$ cat config.mk
export PLATFORM = sky130hd
export DESIGN_NAME = fat_boot_sector_geometry_check
export DESIGN_NICKNAME = d
export VERILOG_FILES = /design/src/rtl/fbsg_pkg.sv /design/src/rtl/fat_boot_sector_geometry_check.sv /design/src/rtl/fbsg_calc.sv
export SDC_FILE = /design/constraint.sdc
export NUM_CORES = 1
export LEC_CHECK = 0
export ABC_AREA = 0
export BUFFER_PORTS_ARGS = -buffer_cell sky130_fd_sc_hd__buf_4
export CORE_MARGIN = 2
export CORE_UTILIZATION = 35
export DETAILED_ROUTE_END_ITERATION = 16
export SYNTH_ARGS = -nofsm -noshare
export SYNTH_HDL_FRONTEND = slang
export SYNTH_SLANG_ARGS = --single-unit
export TNS_END_PERCENT = 30
$ cat constraint.sdc
create_clock -name clk_i -period 24.8 [get_ports clk_i]
set_input_delay 3.72 -clock clk_i [delete_from_list [all_inputs] [get_ports clk_i]]
set_output_delay 3.72 -clock clk_i [all_outputs]
set_load 0.01 [all_outputs]
$ cat src/rtl/fbsg_pkg.sv
package fbsg_pkg;

  // Cluster count limits for volume classification
  localparam logic [31:0] ClustersFat12Limit = 32'd4085;
  localparam logic [31:0] ClustersFat16Limit = 32'd65525;
  // Bytes in one directory entry, as a shift
  localparam int unsigned DirEntryShift = 5;

  typedef enum logic [3:0] {
    ERR_NONE,
    ERR_SIGNATURE,
    ERR_CLUSTER_SIZE,
    ERR_SECTOR_SIZE,
    ERR_FAT_COUNT,
    ERR_RESERVED,
    ERR_METADATA,
    ERR_FAT_ZERO,
    ERR_ROOT,
    ERR_OVERFLOW
  } err_e;

  typedef enum logic [1:0] {
    KIND_FAT12,
    KIND_FAT16,
    KIND_FAT32
  } kind_e;

  typedef struct packed {
    logic        signature_found;
    logic [15:0] sector_bytes;
    logic [7:0]  cluster_sectors;
    logic [15:0] reserved_count;
    logic [7:0]  fat_copies;
    logic [15:0] root_entry_count;
    logic [15:0] total_small;
    logic [31:0] total_large;
    logic [15:0] fat_size_small;
    logic [31:0] fat_size_large;
    logic [31:0] hidden_count;
    logic [31:0] root_first_cluster;
  } bpb_t;

  typedef struct packed {
    logic        geometry_ok;
    err_e        error_cause;
    kind_e       fat_kind;
    logic [31:0] cluster_total;
    logic [31:0] fat_length;
    logic [15:0] fat_start_sector;
    logic [31:0] root_start_sector;
    logic [12:0] root_size_sectors;
    logic [31:0] data_start_sector;
    logic [31:0] root_cluster_out;
    logic [31:0] hidden_out;
  } geom_t;

endpackage

$ cat src/rtl/fat_boot_sector_geometry_check.sv
// A result beat passes through the input register, then the result register.
// Throughput: one beat per cycle; the input side stalls only when both
// stages are full and the output is stalled.
// Reset: rst_ni clears both stage valid flags; payload registers are not reset.
module fat_boot_sector_geometry_check import fbsg_pkg::*; (
  input  logic        clk_i,
  input  logic        rst_ni,
  // input channel
  input  logic        in_valid_i,
  output logic        in_stall_o,
  input  logic        signature_found_i,
  input  logic [15:0] sector_bytes_i,
  input  logic [7:0]  cluster_sectors_i,
  input  logic [15:0] reserved_count_i,
  input  logic [7:0]  fat_copies_i,
  input  logic [15:0] root_entry_count_i,
  input  logic [15:0] total_small_i,
  input  logic [31:0] total_large_i,
  input  logic [15:0] fat_size_small_i,
  input  logic [31:0] fat_size_large_i,
  input  logic [31:0] hidden_count_i,
  input  logic [31:0] root_first_cluster_i,
  // result channel
  output logic        out_valid_o,
  input  logic        out_stall_i,
  output logic        geometry_ok_o,
  output logic [3:0]  error_cause_o,
  output logic [1:0]  fat_kind_o,
  output logic [31:0] cluster_total_o,
  output logic [31:0] fat_length_o,
  output logic [15:0] fat_start_sector_o,
  output logic [31:0] root_start_sector_o,
  output logic [12:0] root_size_sectors_o,
  output logic [31:0] data_start_sector_o,
  output logic [31:0] root_cluster_out_o,
  output logic [31:0] hidden_out_o
);

  // Stage 1: input register holding the raw boot-sector fields
  logic  in_vld_q;
  bpb_t  bpb_q;
  bpb_t  bpb_d;
  // Stage 2: result register
  logic  res_vld_q;
  geom_t res_q;
  geom_t res_d;

  logic  res_load;  // result register may take a new beat
  logic  in_load;   // input register may take a new beat

  // The result stage frees up whenever it is empty or its beat is taken.
  assign res_load   = !res_vld_q || !out_stall_i;
  // The input stage moves on whenever its content can drop into the result stage.
  assign in_load    = !in_vld_q || res_load;
  assign in_stall_o = !in_load;

  assign bpb_d = '{
    signature_found:    signature_found_i,
    sector_bytes:       sector_bytes_i,
    cluster_sectors:    cluster_sectors_i,
    reserved_count:     reserved_count_i,
    fat_copies:         fat_copies_i,
    root_entry_count:   root_entry_count_i,
    total_small:        total_small_i,
    total_large:        total_large_i,
    fat_size_small:     fat_size_small_i,
    fat_size_large:     fat_size_large_i,
    hidden_count:       hidden_count_i,
    root_first_cluster: root_first_cluster_i
  };

  // All checks, geometry and classification in one combinational pass
  fbsg_calc u_calc (
    .bpb_i  (bpb_q),
    .geom_o (res_d)
  );

  // Control flags
  always_ff @(posedge clk_i or negedge rst_ni) begin
    if (!rst_ni) begin
      in_vld_q  <= 1'b0;
      res_vld_q <= 1'b0;
    end else begin
      if (in_load)  in_vld_q  <= in_valid_i;
      if (res_load) res_vld_q <= in_vld_q;
    end
  end

  // Payload, no reset
  always_ff @(posedge clk_i) begin
    if (in_load && in_valid_i) bpb_q <= bpb_d;
    if (res_load && in_vld_q)  res_q <= res_d;
  end

  assign out_valid_o         = res_vld_q;
  assign geometry_ok_o       = res_q.geometry_ok;
  assign error_cause_o       = res_q.error_cause;
  assign fat_kind_o          = res_q.fat_kind;
  assign cluster_total_o     = res_q.cluster_total;
  assign fat_length_o        = res_q.fat_length;
  assign fat_start_sector_o  = res_q.fat_start_sector;
  assign root_start_sector_o = res_q.root_start_sector;
  assign root_size_sectors_o = res_q.root_size_sectors;
  assign data_start_sector_o = res_q.data_start_sector;
  assign root_cluster_out_o  = res_q.root_cluster_out;
  assign hidden_out_o        = res_q.hidden_out;

endmodule

$ cat src/rtl/fbsg_calc.sv
module fbsg_calc import fbsg_pkg::*; (
  input  bpb_t  bpb_i,
  output geom_t geom_o
);

  logic        spc_ok;
  logic        bps_ok;
  logic        nfat_ok;
  logic [2:0]  spc_log;
  logic [21:0] root_sum;
  logic [12:0] root_secs;
  logic [31:0] total;
  logic [31:0] fat_any;
  logic [35:0] meta;
  logic [31:0] free_secs;
  logic [31:0] clusters;
  kind_e       kind;
  logic [31:0] fat_len;
  logic [34:0] fat_end;
  logic [35:0] data_start;
  err_e        err;

  assign spc_ok  = (bpb_i.cluster_sectors != 8'd0) &&
                   ((bpb_i.cluster_sectors & (bpb_i.cluster_sectors - 8'd1)) == 8'd0);
  assign bps_ok  = (bpb_i.sector_bytes == 16'd512)  || (bpb_i.sector_bytes == 16'd1024) ||
                   (bpb_i.sector_bytes == 16'd2048) || (bpb_i.sector_bytes == 16'd4096);
  assign nfat_ok = (bpb_i.fat_copies != 8'd0) && (bpb_i.fat_copies <= 8'd4);

  // one-hot to index; only meaningful once spc_ok holds
  always_comb begin
    spc_log = 3'd0;
    for (int i = 0; i < 8; i++) begin
      if (bpb_i.cluster_sectors[i]) spc_log = 3'(i);
    end
  end

  // root dir sectors: ceil(entries * 32 / bps), bps a power of two
  assign root_sum = (22'(bpb_i.root_entry_count) << DirEntryShift) +
                    22'(bpb_i.sector_bytes - 16'd1);
  always_comb begin
    case (bpb_i.sector_bytes)
      16'd512:  root_secs = root_sum[21:9];
      16'd1024: root_secs = 13'(root_sum[21:10]);
      16'd2048: root_secs = 13'(root_sum[21:11]);
      16'd4096: root_secs = 13'(root_sum[21:12]);
      default:  root_secs = 13'd0;
    endcase
  end

  assign total   = (bpb_i.total_small != 16'd0) ? 32'(bpb_i.total_small) : bpb_i.total_large;
  assign fat_any = (bpb_i.fat_size_small != 16'd0) ? 32'(bpb_i.fat_size_small)
                                                   : bpb_i.fat_size_large;
  assign meta    = 36'(bpb_i.reserved_count) +
                   (36'(fat_any) * 36'(bpb_i.fat_copies[2:0])) +
                   36'(root_secs);

  assign free_secs = total - meta[31:0];
  assign clusters  = free_secs >> spc_log;

  always_comb begin
    if (clusters < ClustersFat12Limit) begin
      kind = KIND_FAT12;
    end else if (clusters < ClustersFat16Limit) begin
      kind = KIND_FAT16;
    end else begin
      kind = KIND_FAT32;
    end
  end

  assign fat_len    = (kind == KIND_FAT32) ? bpb_i.fat_size_large : 32'(bpb_i.fat_size_small);
  assign fat_end    = 35'(bpb_i.reserved_count) + (35'(fat_len) * 35'(bpb_i.fat_copies[2:0]));
  assign data_start = (kind == KIND_FAT32) ? 36'(fat_end)
                                           : 36'(fat_end) + 36'(root_secs);

  // first failing check wins
  always_comb begin
    if (!bpb_i.signature_found) begin
      err = ERR_SIGNATURE;
    end else if (!spc_ok) begin
      err = ERR_CLUSTER_SIZE;
    end else if (!bps_ok) begin
      err = ERR_SECTOR_SIZE;
    end else if (!nfat_ok) begin
      err = ERR_FAT_COUNT;
    end else if (bpb_i.reserved_count == 16'd0) begin
      err = ERR_RESERVED;
    end else if (meta >= 36'(total)) begin
      err = ERR_METADATA;
    end else if (fat_len == 32'd0) begin
      err = ERR_FAT_ZERO;
    end else if ((kind != KIND_FAT32) && (bpb_i.root_entry_count == 16'd0)) begin
      err = ERR_ROOT;
    end else if (data_start[35:32] != 4'd0) begin
      err = ERR_OVERFLOW;
    end else begin
      err = ERR_NONE;
    end
  end

  always_comb begin
    geom_o = '0;
    if (err == ERR_NONE) begin
      geom_o.geometry_ok       = 1'b1;
      geom_o.fat_kind          = kind;
      geom_o.cluster_total     = clusters;
      geom_o.fat_length        = fat_len;
      geom_o.fat_start_sector  = bpb_i.reserved_count;
      geom_o.root_start_sector = fat_end[31:0];
      geom_o.root_size_sectors = root_secs;
      geom_o.data_start_sector = data_start[31:0];
      geom_o.root_cluster_out  = bpb_i.root_first_cluster;
      geom_o.hidden_out        = bpb_i.hidden_count;
    end
    geom_o.error_cause = err;
  end

endmodule

==> impl_metrics.ini <==
[outcome]
status = finished clean

[placed_design]
placement.setup.worst_slack_ns = 5.13
gpl.final_weighted_congestion = 0.909
placement.io_buffers = 458
hpwl_um = 70900

[setup_path]
critPathBufInv = 5
worst_path_dominant_cell_family = compound AO/OA/AOI/OAI gates
critical-path-slowest-cell = buf_4
worst_ep_arrival_time_ns = 20.18
crit_required_ns = 25.21
setup.worst_path.class = flop to flop
critical_path.reg2reg.startpoint = bpb_q[209]
cpPeakStageDelay_ns = 0.65
end_kind = flop
r2r-end = root_size_sectors_o[0]
start_kind = flop
crit_fanout = 65
r2r_setup_slack_ns = 5.03
worstRegToRegCells = 63

[run]
max_cap_violations = 0

[final_layout]
ff_latch_area_um2 = 13700
final_common_cell = buf_4
syn_to_final_growth_pct = 20.4
layout.filler_cells = 8361
utilization = 0.425
post_route_cells_drive_above_1_share = 0.178
antennaDiodeCount = 0
finalNetCount = 3915
final_cell_mix = buf_4 (481), edfxtp_1 (453), inv_1 (268)
multi_input_comb_area_um2 = 15500

[detailed_routing]
finalWirelength_um = 91300
final_antenna_net_count = 0
num_vias = 23500
routed_via_density = 5.16
wl_per_cell_um = 20.1
route.detailed.drc = 0
initialDrtViolationCount = 1703
drt_pre_antenna_iters = 6

[grt]
grt_max_degree = 73
grt-ovfl-total = 0
grt_pass1_vias = 22700
groute.usage.overall = 0.196
wire_length_of_the_first_global_routing_pass_um = 136000
antenna_violations_before_repair = 3

[timing]
final.setup_skew_ns = 0.0458
hold_violations = 0
tns_ns = 0
rsz0062_at_grt = no
setup_slack_ns = 5.03
least_margin_pin_slew_ns = 1.27
layout_min_cycle_time_ns = 19.77
achievable-frequency_mhz = 50.6
timing.max_slew.rel_slack = 0.146
final-max-slew-violation-count = 0
setup-violations-final = 0
final_min_period_over_clock_period = 0.797

[clock_tree]
root_buffer = clkbuf_16
clkSlewWorstSetupHoldPaths_ns = 0.06
cts_hold_buffers = 0
cts_resized = 0
cts_tree = done
worst_skew_pair.late_latency_ns = 0.63
h-tree-depth = 2
cts_max_path_buffers = 3
number_of_clock_sinks_seen_by_cts = 455
cts_setup_buffers = 0
cts-buffers-inserted = 51

[worst_hold_path]
hold_class = flop to flop
number_of_cells_traversed_by_the_worst_hold_path = 1
min_to = out_valid_o
worst_hold_startpoint = in_vld_q

[yosys]
synth_fp_nets = 3500
ys_seq_elements = 455
synth-async-reset-ratio = 0.00440
synth_edf_count = 453
sequential_area_share_after_synthesis = 0.446
synthesis.instances = 2940
yosysWarnings = 0
post_synth_instance_area_um2 = 30600
postSynthAreaPerCell_um2 = 10.4
synth_cell_types = 93
main_synth_ff_type = edfxtp_1

[pwr]
worst_ir_drop_vdd_mv = 0.0563
cell_pwr_density_nw_per_um2 = 80.0
leakage_nw = 16.3

[floorplanning]
dieArea_um2 = 89900
rows = 108
start_util = 0.353
die_height_um = 300
die_w_um = 300
boundaryPins = 459
core_um2 = 86800
## stage by stage
step / cell area, um2 / std cells / hold WS (ns) / total power [mW]
3_3_place_gp: 35200 / 4457 / 0.461 / 2.21
3_5_place_dp: 35200 / 4457 / 0.473 / 2.21
4_1_cts: 36900 / 4553 / 0.485 / 2.97
6_report: 36900 / 4553 / 0.487 / 2.95
5_1_grt: 36900 / 4553 / 0.493 / 3.15
2_1_floorplan: 30600 / 2940 / 0.443 / 1.87
## worst register-to-register path, delay by kind of cell, from the launching register on
kind	cells	cell delay, ns
adders and majority gates	7	3.05
DFF	1	0.35
AOI/OAI and AO/OA	23	7.06
buffers and inverters	5	1.83
muxes	1	0.31
xor gates and xnor gates	3	0.87
and+or+nand+nor	24	6.09
## routing by layer
layer / global-route usage / part of all wire / vias up
li1: - / - / 11400
met1: 0.267 / 0.44 / 11400
met2: 0.326 / 0.48 / 670
met3: 0.0324 / 0.059 / 99
met4: 0.0467 / 0.021 / 2
met5: 0 / 0.00012 / -
## how the worst max path moves through the flow
stage | endpoint | cells past startpoint | startpoint
after global placement | root_size_sectors_o[0] | 63 | bpb_q[209]
after CTS | root_size_sectors_o[0] | 63 | bpb_q[209]
final | root_size_sectors_o[0] | 63 | bpb_q[209]
after detailed placement | root_size_sectors_o[0] | 63 | bpb_q[209]
after global routing | root_size_sectors_o[0] | 63 | bpb_q[209]
after floorplan | cluster_total_o[0] | 1 | out_stall_i
## power by group
part	internal, mW	leakage [nW]	switching, mW	total [mW]
Sequential	0.901	4.49	0.0286	0.930
Clock	0.419	0.801	0.329	0.748
Combinational	0.479	11.0	0.794	1.27
## sequential cells by signal, indices dropped and copies added (netlist names)
signal and cells:
in_vld_q 1, data_start_sector_o 32, error_cause_o 4, fat_start_sector_o 16
root_size_sectors_o 13, bpb_q 225, hidden_out_o 32, fat_length_o 32
out_valid_o 1, geometry_ok_o 1, fat_kind_o 2, root_start_sector_o 32
cluster_total_o 32, root_cluster_out_o 32
## cell type report
type	count	area share
multi-input cells	2097	0.420
flip-flops and latches	455	0.370
clock inverters	40	0.00913
well taps	1155	0.0392
clock buffers	56	0.0357
inverters	269	0.0274
repair buffers	481	0.0979
## synthesized netlist by cell type (54+ instances only)
library cell | count | area (um2)
and2_1 | 117 | 732
fa_1 | 105 | 2100
clkbuf_1 | 78 | 293
nor3_1 | 54 | 270
a21o_1 | 59 | 443
edfxtp_1 | 453 | 13600
xnor2_1 | 71 | 622
a21oi_1 | 165 | 826
nor2_1 | 260 | 976
ha_1 | 226 | 2830
o21ai_0 | 96 | 480
inv_1 | 268 | 1010
nor2b_1 | 58 | 363
nand2_1 | 257 | 965
## cells by family after synthesis
group           synth area share
compound gates             0.132
buf+inv                   0.0498
flops                      0.446
xor+xnor                  0.0337
simple gates               0.163
mux                       0.0146
fa+ha+maj                  0.161
No activity file was read; power rests on OpenSTA's default activity.
